## src/sv/deup_ram.sv

```systemverilog
// Generic simple dual-port RAM with one write port and one registered read port.
module deup_ram #(
  parameter int WIDTH = 8,
  parameter int DEPTH = 16,
  localparam int ADDR_W = $clog2(DEPTH)
) (
  input  logic              clk,
  input  logic              wr_en,
  input  logic [ADDR_W-1:0] wr_addr,
  input  logic [WIDTH-1:0]  wr_data,
  input  logic              rd_en,
  input  logic [ADDR_W-1:0] rd_addr,
  output logic [WIDTH-1:0]  rd_data
);

  logic [WIDTH-1:0] mem [DEPTH];

  always_ff @(posedge clk) begin
    if (wr_en) begin
      mem[wr_addr] <= wr_data;
    end
    if (rd_en) begin
      rd_data <= mem[rd_addr];
    end
  end

endmodule

```

## config.mk

```make
export PLATFORM = sky130hd
export DESIGN_NAME = deup_ram
export DESIGN_NICKNAME = d
export VERILOG_FILES = /design/src/sv/deup_ram.sv
export SDC_FILE = /design/constraint.sdc
export NUM_CORES = 1
export LEC_CHECK = 0
export BUFFER_PORTS_ARGS = -buffer_cell sky130_fd_sc_hd__buf_2
export CORE_UTILIZATION = 60
export DETAILED_ROUTE_END_ITERATION = 12
export GPL_ROUTABILITY_DRIVEN = 0
export MAX_ROUTING_LAYER = met4
export PLACE_DENSITY = 0.83
export REMOVE_ABC_BUFFERS = 1
export SETUP_SLACK_MARGIN = 0.15
export SYNTH_ARGS = -nofsm -noshare
export SYNTH_HDL_FRONTEND = slang
export SYNTH_SLANG_ARGS = --single-unit
```

## constraint.sdc

```tcl
create_clock -name clk -period 2.5 [get_ports clk]
set_input_delay 0.125 -clock clk [delete_from_list [all_inputs] [get_ports clk]]
set_output_delay 0.125 -clock clk [all_outputs]
set_load 0.02 [all_outputs]
```

==> qor.yml, run 1 <==
layout:
  fill_cells: 481
  drive_gt1_share_pct: 27.0
  n_antenna_cell: 0
  synthToLayoutAreaGrowth_pct: 17.3
  layout.cells.non_filler: 398
  final_nets: 300
  post-route-util_pct: 73.5
die:
  io_pins: 27
  die_x_um: 95.3
  core_area_mm2: 0.00834
  dieHeight_um: 95.3
  start_util_pct: 62.7
  fp-row-count: 33
  die_area_mm2: 0.00909
place:
  post-place-cells: 359
  io_buffer_count: 26
  dp_hpwl_mm: 5.94
global_route:
  grt_start_max_net_pins: 33
  grt.total_usage_pct: 25.0
  grt_remaining_overflow: 0
  antenna_found_initial: 0
  grt_pass1_wl_mm: 14.6
  grt_pass1_vias: 2575
route:
  routedWlPerCell_um: 23.9
  drtPass1Iterations: 4
  vias_per_cell: 6.28
  dr_total_vias: 2501
  wl_mm: 9.51
  drc: 0
  ant_nets: 0
  drt-initial-drc-count: 184
worst_setup_path:
  worst_ep_arrival_time_ns: 1.74
  cp_max_fo: 1
  cp.required_ns: 2.75
  setup.worst_path.class: "flop to flop"
  end_kind: "flop"
  start_kind: "flop"
sta:
  rsz0062_at_grt: "no"
  fin_tns_setup_ns: 0
  hold_viol_final: 0
  timing.fmax_mhz: 672
  hold_ws_ns: 0.00674
  final.setup_skew_ns: 0.0117
  slew_violations: 0
  slew_headroom_pct: 36.0
  worst_pin_slew_ns: 0.957
  fin_crit_sh_pct: 59.5
  min_period_ns: 1.49
  setup_viol: 0
yosys:
  synthCells: 229
  synth_commonest_cells: "edfxtp_1 (136), mux4_2 (18), a22oi_1 (16)"
  ys_seq_area_share_pct: 78.1
  ys_top_cells_by_area: "edfxtp_1 (78%), mux4_2 (7.8%), mux4_1 (7.0%), a22oi_1 (2.3%), nor2_1 (0.93%)"
  synth.most_common_cell: "edfxtp_1"
  synth_cell_types: 18
  synth_edf_count: 136
  yosys_warnings: 0
  syn_area_mm2: 0.00523
  ys_async_sr_fraction_pct: 0
  synth_top_area_share_pct: 78.1
  ys_ff_latch: 136
  netlist.top_cell.by_area: "edfxtp_1"
  ys.flop_type: "edfxtp_1"
  synth.avg_cell_area_um2: 22.8
cts:
  cts_made_buffers: 17
  cts-resized-gates: 0
  clkTransAtPathRegs_ns: 0.06
  clock_path_buffers: 2
  holdBufCountCts: 8
  cts_max_level: 4
  cts_root_buf: "clkbuf_8"
  post_cts_buffers: 0
  clock_sinks: 136
  clk_latency_ns: 0.52
  cts_tree: "yes"
power:
  p_leak_nw: 2.07
  power_density_mw_per_mm2: 845
  irDropWorstVdd_v: 0.000556
  total_power_mw: 5.18
run:
  maxCapViolCount: 0
hold_path:
  hold_class: "primary input to flop"
run_status:
  outcome: "complete, no violations"
layout by cell type (no fill, tap or decap):
cell type      count
or3b_2             1
dlygate4sd3_1      8
nand3b_1           2
buf_4              7
nand2b_1           2
mux4_1            14
clkinvlp_4         2
a22oi_1           16
nor2_1            13
nand3_1            1
and2b_1            1
clkinv_2           3
mux4_2            18
and2_1             1
clkbuf_8           1
nor2b_1            1
buf_12             2
clkinv_1           3
buf_2             26
nand2_1            9
clkbuf_16         16
bufinv_16          3
nor3_1             4
edfxtp_1         136
clkbuf_1           3
cell families after synthesis:
group                  after synthesis  share of synthesized area, %
buffers and inverters               10                          1.65
multiplexers                        32                          14.8
AND/OR/NAND/NOR                     35                          3.14
flip-flops                         136                          78.1
AO/OA/AOI/OAI                       16                          2.30
report_power, final:
part	internal [mW]	switching, mW
sequential	2.57	0.0141
clock	1.49	0.856
combinational	0.105	0.142
total	4.17	1.01
flip-flops by register name, summed over array words and instances, names as in the netlist:
signal and flops:
rd_data 8, mem 128
critical path: stages (launching register included):
cell      delay, ns
edfxtp_1       0.36
mux4_1         0.49
a22oi_1        0.28
nand2_1        0.10
area by class of cell:
| cell class | count | area, um^2 | area share [%] |
|---|---|---|---|
| clock buffer | 20 | 425 | 6.94 |
| clock inverter | 11 | 131 | 2.14 |
| multi-input combinational | 83 | 1060 | 17.2 |
| sequential | 136 | 4080 | 66.6 |
| tap | 105 | 131 | 2.14 |
| timing repair buffer | 43 | 303 | 4.94 |
path summary, 6_finish.rpt:
check	end	depth (start not counted)	slack [ns]	startpoint
setup / recovery	rd_data[5]$_DFFE_PP_	3	1.01	mem[10][5]$_DFFE_PP_
hold / removal	mem[5][7]$_DFFE_PP_	1	0.007	wr_data[7]
setup reg to reg	rd_data[5]$_DFFE_PP_	3	1.01	mem[10][5]$_DFFE_PP_
hold reg to reg	rd_data[4]$_DFFE_PP_	3	0.77	mem[8][4]$_DFFE_PP_
stage by stage:
stage                     instance area [um^2]  setup WS [ns]
after floorplan                           5140          0.882
after global placement                    5500          0.691
after detailed placement                  5500          0.667
after CTS                                 6130           1.01
after global routing                      6130          0.937
final                                     6130           1.01
metal layers:
| metal | part of all wire [%] | track usage [%] | vias up | wire [um] |
|---|---|---|---|---|
| met3 | 6.6 | 6.38 | 11 | 628 |
| met2 | 50 | 38.6 | 119 | 4760 |
| met5 | 0 | - | - | 0 |
| li1 | - | - | 1085 | - |
| met4 | 0.80 | 7.07 | 0 | 76 |
| met1 | 43 | 33.6 | 1286 | 4050 |
(Power assumes the default switching activity.)
==> inputs of run 2 (changes only) <==
CORE_UTILIZATION = 54   (was 60)
PLACE_DENSITY = 0.79   (was 0.83)
clock period = 1.31 ns   (was 2.5 ns; I/O delays follow)
==> run 2 against run 1 <==
- the flow now finishes with violations (negative setup slack)
- maximum frequency is 1.4% higher
- via count is 5.0% higher
- critical path depth stayed put
- global-route usage is 0.21 points lower
- die area is 11% higher
- sequential power is 91% higher
- clock power is 100% higher
- core utilization is 4.5 points lower
==> qor.yml, run 2 (synthesized netlist as in run 1, its figures left out) <==
run_status:
  outcome: "finished with violations"
  violations: "negative setup slack"
cts:
  clock_path_buffers: 2
  clock_sinks: 136
  cts_max_level: 4
  clk_latency_ns: 0.51
  cts_root_buf: "clkbuf_8"
  cts_made_buffers: 17
  post_cts_buffers: 0
  cts_tree: "yes"
  clkTransAtPathRegs_ns: 0.06
die:
  dieHeight_um: 100
  fp-row-count: 35
  start_util_pct: 56.0
  die_area_mm2: 0.0101
  core_area_mm2: 0.00933
  die_x_um: 100
  io_pins: 27
worst_setup_path:
  start_kind: "flop"
  setup.worst_path.class: "flop to flop"
  rr_endpoint: "rd_data[2]$_DFFE_PP_"
  cp_max_fo: 1
  timing.rr.start: "mem[0][2]$_DFFE_PP_"
  critPathSlowestCell: "mux4_2"
  end_kind: "flop"
  startpoint: "mem[0][2]$_DFFE_PP_"
  r2r_cells: 3
  worstPathCellList: "mux4_2 -> a22oi_2 -> nand2_1"
  endpoint: "rd_data[2]$_DFFE_PP_"
  worst_ep_arrival_time_ns: 1.73
  max_stage_delay_ns: 0.52
  cp.required_ns: 1.57
  rrSetupSlack_ns: -0.16
layout:
  largest_register_ffs: 128
  top_register: "mem"
  seqCellArea_mm2: 0.00408
  multi_input_area_mm2: 0.00107
  drive_gt1_share_pct: 39.4
  final_common_cell: "edfxtp_1"
  post-route-util_pct: 69.0
  synthToLayoutAreaGrowth_pct: 23.1
  postLayoutCellArea_mm2: 0.00643
  n_antenna_cell: 0
  final_cell_mix: "edfxtp_1 (136), mux4_2 (28), buf_4 (26)"
  fill_cells: 590
  final_nets: 322
  top_regs: "mem: 128 flops, rd_data: 8 flops"
route:
  vias_per_cell: 5.92
  drt-initial-drc-count: 243
  wl_mm: 10.7
  drtPass1Iterations: 7
  ant_nets: 0
  dr_total_vias: 2627
  routedWlPerCell_um: 24.1
  drc: 0
sta:
  hold_ws_ns: 0.115
  timing.fmax_mhz: 681
  slew_violations: 0
  fin_crit_sh_pct: 112
  min_period_ns: 1.47
  rsz0062_at_grt: "yes"
  slew_headroom_pct: 46.2
  worst_slack_ns: -0.157
  final.setup_skew_ns: 0.00561
  worst_pin_slew_ns: 0.806
  hold_viol_final: 0
  setup_viol: 8
global_route:
  grt_pass1_vias: 2728
  grt_pass1_wl_mm: 16.3
  grt_start_max_net_pins: 17
  grt.total_usage_pct: 24.8
  antenna_found_initial: 0
  grt_remaining_overflow: 0
place:
  pre_cts_ws_ns: -0.348
  place_area_mm2: 0.00571
  io_buffer_count: 26
  dp_hpwl_mm: 6.33
run:
  maxCapViolCount: 0
hold_path:
  hold_class: "primary input to flop"
power:
  irDropWorstVdd_v: 0.00106
  total_power_mw: 10.3
  p_leak_nw: 2.18
  power_density_mw_per_mm2: 1600
-- run 2: per-stage QoR --
| step | setup TNS (ns) | instances |
|---|---|---|
| after floorplan | -2.18 | 219 |
| after global placement | -2.29 | 404 |
| after detailed placement | -3.00 | 404 |
| after CTS | -0.854 | 444 |
| after global routing | -1.19 | 444 |
| final | -0.813 | 444 |
-- run 2: what timing repair did --
item | in CTS | in global routing
pin swaps | 8 | 0
gates resized for setup | 23 | 5
hold endpoints to repair | 136 | 0
hold buffers | 9 | 0
setup endpoints to repair | 10 | 12
-- run 2: worst min path at each step --
stage | from | to | slack [ns] | depth (start not counted)
after floorplan | wr_data[0] | mem[0][0]$_DFFE_PP_ | 0.16 | 0
after global placement | rd_en | rd_data[7]$_DFFE_PP_ | 0.44 | 1
after detailed placement | rd_en | rd_data[7]$_DFFE_PP_ | 0.45 | 1
after CTS | wr_addr[0] | mem[4][0]$_DFFE_PP_ | 0.1 | 3
after global routing | wr_addr[0] | mem[4][3]$_DFFE_PP_ | 0.13 | 3
final | wr_addr[0] | mem[4][3]$_DFFE_PP_ | 0.12 | 3
-- run 2: cell type report --
cell class	instances	area share, %
tap	129	2.51
multi-input combinational	83	16.6
clock buffer	18	6.50
timing repair buffer	65	8.09
clock inverter	13	2.80
sequential	136	63.5
-- run 2: worst max-delay path: cells and delay by family (launching register included) --
family	cells	cell delay [ns]
DFF	1	0.40
and+or+nand+nor	1	0.07
muxes	1	0.52
AOI/OAI and AO/OA	1	0.23
-- run 2: power by group --
| group | switching, mW | leakage [nW] | internal (mW) | total, mW |
|---|---|---|---|---|
| clock | 1.69 | 0.288 | 3.07 | 4.75 |
| combinational | 0.310 | 0.653 | 0.263 | 0.573 |
| sequential | 0.0318 | 1.24 | 4.91 | 4.94 |
-- run 2: layer usage --
metal	global-route usage [%]	wire length [um]	vias to the layer above
li1	-	-	1122
met1	32.2	4150	1351
met2	38.8	5540	132
met3	5.15	806	22
met4	10.0	191	0
met5	-	0	-
==> inputs of run 3 (changes only) <==
REMOVE_ABC_BUFFERS = not set   (was 1)
==> run 3 against run 2 <==
- the flow still finishes with violations (negative setup slack)
- clock-buffer cell count is 2 higher
- non-clock buffer count fell by 4
- worst hold slack lost 0.0042 ns
- core utilization down 0.79 points
- via count is 5.2% lower
- global-route usage decreased by 2.0 points
- cell count shrank 0.68%
- wire length is 7.5% lower
- critical endpoint is now rd_data[1]$_DFFE_PP_
- largest power group unchanged
==> qor.yml, run 3 (synthesized netlist as in run 1, its figures left out) <==
run:
  maxCapViolCount: 0
sta:
  timing.fmax_mhz: 707
  final.setup_skew_ns: 0.00287
  hold_viol_final: 0
  slew_violations: 0
  min_period_ns: 1.41
  worst_slack_ns: -0.105
  fin_crit_sh_pct: 108
  slew_headroom_pct: 45.4
  worst_pin_slew_ns: 0.818
  rsz0062_at_grt: "yes"
  setup_viol: 8
place:
  dp_hpwl_mm: 6.37
  post-place-cells: 400
  pre_cts_ws_ns: -0.286
  io_buffer_count: 26
run_status:
  violations: "negative setup slack"
  outcome: "finished with violations"
worst_setup_path:
  start_kind: "flop"
  rr_endpoint: "rd_data[1]$_DFFE_PP_"
  rrSetupSlack_ns: -0.10
  timing.rr.start: "mem[12][1]$_DFFE_PP_"
  cp_max_fo: 1
  startpoint: "mem[12][1]$_DFFE_PP_"
  worst_ep_arrival_time_ns: 1.66
  cp.required_ns: 1.56
  end_kind: "flop"
  r2r_cells: 3
  setup.worst_path.class: "flop to flop"
cts:
  cts_root_buf: "clkbuf_8"
  clock_path_buffers: 2
  clk_latency_ns: 0.50
  clkTransAtPathRegs_ns: 0.06
  cts_max_level: 4
  post_cts_buffers: 0
  clock_sinks: 136
  cts_tree: "yes"
  cts_made_buffers: 17
global_route:
  antenna_found_initial: 0
  grt_remaining_overflow: 0
  grt_start_max_net_pins: 17
  grt_pass1_wl_mm: 15.2
  grt.total_usage_pct: 22.8
  grt_pass1_vias: 2588
layout:
  final_cell_mix: "edfxtp_1 (136), mux4_2 (32), buf_2 (23)"
  top_register: "mem"
  top_regs: "mem: 128 flops, rd_data: 8 flops"
  post-route-util_pct: 68.2
  final_nets: 318
  n_antenna_cell: 0
  drive_gt1_share_pct: 40.4
  largest_register_ffs: 128
  synthToLayoutAreaGrowth_pct: 21.7
  final_common_cell: "edfxtp_1"
  layout.cells.non_filler: 441
route:
  routedWlPerCell_um: 22.4
  drtPass1Iterations: 4
  ant_nets: 0
  wl_mm: 9.89
  drc: 0
  drt-initial-drc-count: 211
  vias_per_cell: 5.65
  dr_total_vias: 2491
hold_path:
  min_delay_worst_endpoint: "mem[0][4]$_DFFE_PP_"
  whs_path_depth: 3
  hold_class: "primary input to flop"
  hp-start: "wr_addr[1]"
die:
  dieHeight_um: 100
  fp-row-count: 35
  core_area_mm2: 0.00933
  die_area_mm2: 0.0101
  die_x_um: 100
  io_pins: 27
  start_util_pct: 56.0
power:
  p_leak_nw: 2.12
  power_density_mw_per_mm2: 1480
  irDropWorstVdd_v: 0.000981
yosys:
  synth_nets: 248
-- run 3: cell count changes in the layout (fill, tap and decap cells not counted), sizes merged --
cell    previous run  this run
bufinv             4         0
clkbuf            18        20
clkinv             7        10
buf               56        52
-- run 3: final cells by class --
class / count / area [um^2]
multi-input combinational: 83 / 1080
clock buffer: 20 / 425
clock inverter: 12 / 61.3
sequential: 136 / 4080
timing repair buffer: 61 / 547
tap: 129 / 161
fill: 577 / 2970
-- run 3: per-layer routing --
| metal | vias to the layer above | routed length (um) | GRT usage [%] |
|---|---|---|---|
| li1 | 1101 | - | - |
| met3 | 19 | 632 | 4.39 |
| met4 | 0 | 176 | 8.81 |
| met5 | - | 0 | - |
| met2 | 106 | 4990 | 34.6 |
| met1 | 1265 | 4090 | 31.2 |
-- run 3: worst max-delay path by stage --
stage                                 to  slack (ns)
floorplan           rd_data[1]$_DFFE_PP_        0.04
global placement    rd_data[3]$_DFFE_PP_       -0.27
detailed placement  rd_data[5]$_DFFE_PP_       -0.29
CTS                 rd_data[5]$_DFFE_PP_       -0.11
global route        rd_data[1]$_DFFE_PP_       -0.14
finish              rd_data[1]$_DFFE_PP_       -0.10
-- run 3: stage by stage --
stage	area, um^2	hold slack [ns]	setup TNS [ns]	power [mW]
after detailed placement	5720	0.441	-1.83	5.55
after global routing	6360	0.111	-0.948	9.69
final	6360	0.111	-0.625	9.39
after CTS	6340	0.0918	-0.695	9.44
after global placement	5720	0.443	-1.78	5.53
after floorplan	5250	0.164	0	5.31
-- run 3: critical path: stages, from the launching register on --
cell and delay, ns:
edfxtp_1 0.39, mux4_2 0.50, a22oi_2 0.17, nand2_1 0.10
-- run 3: timing repair --
item | CTS | global route
hold buffers | 9 | 0
pin swaps | 0 | 1
hold endpoints to repair | 136 | 0
resized for setup | 9 | 5
endpoints found under the setup margin | 9 | 11
-- run 3: power by group --
group	total, mW	switching, mW	internal [mW]
clock	3.89	1.62	2.27
combinational	0.573	0.309	0.264
sequential	4.93	0.0277	4.91
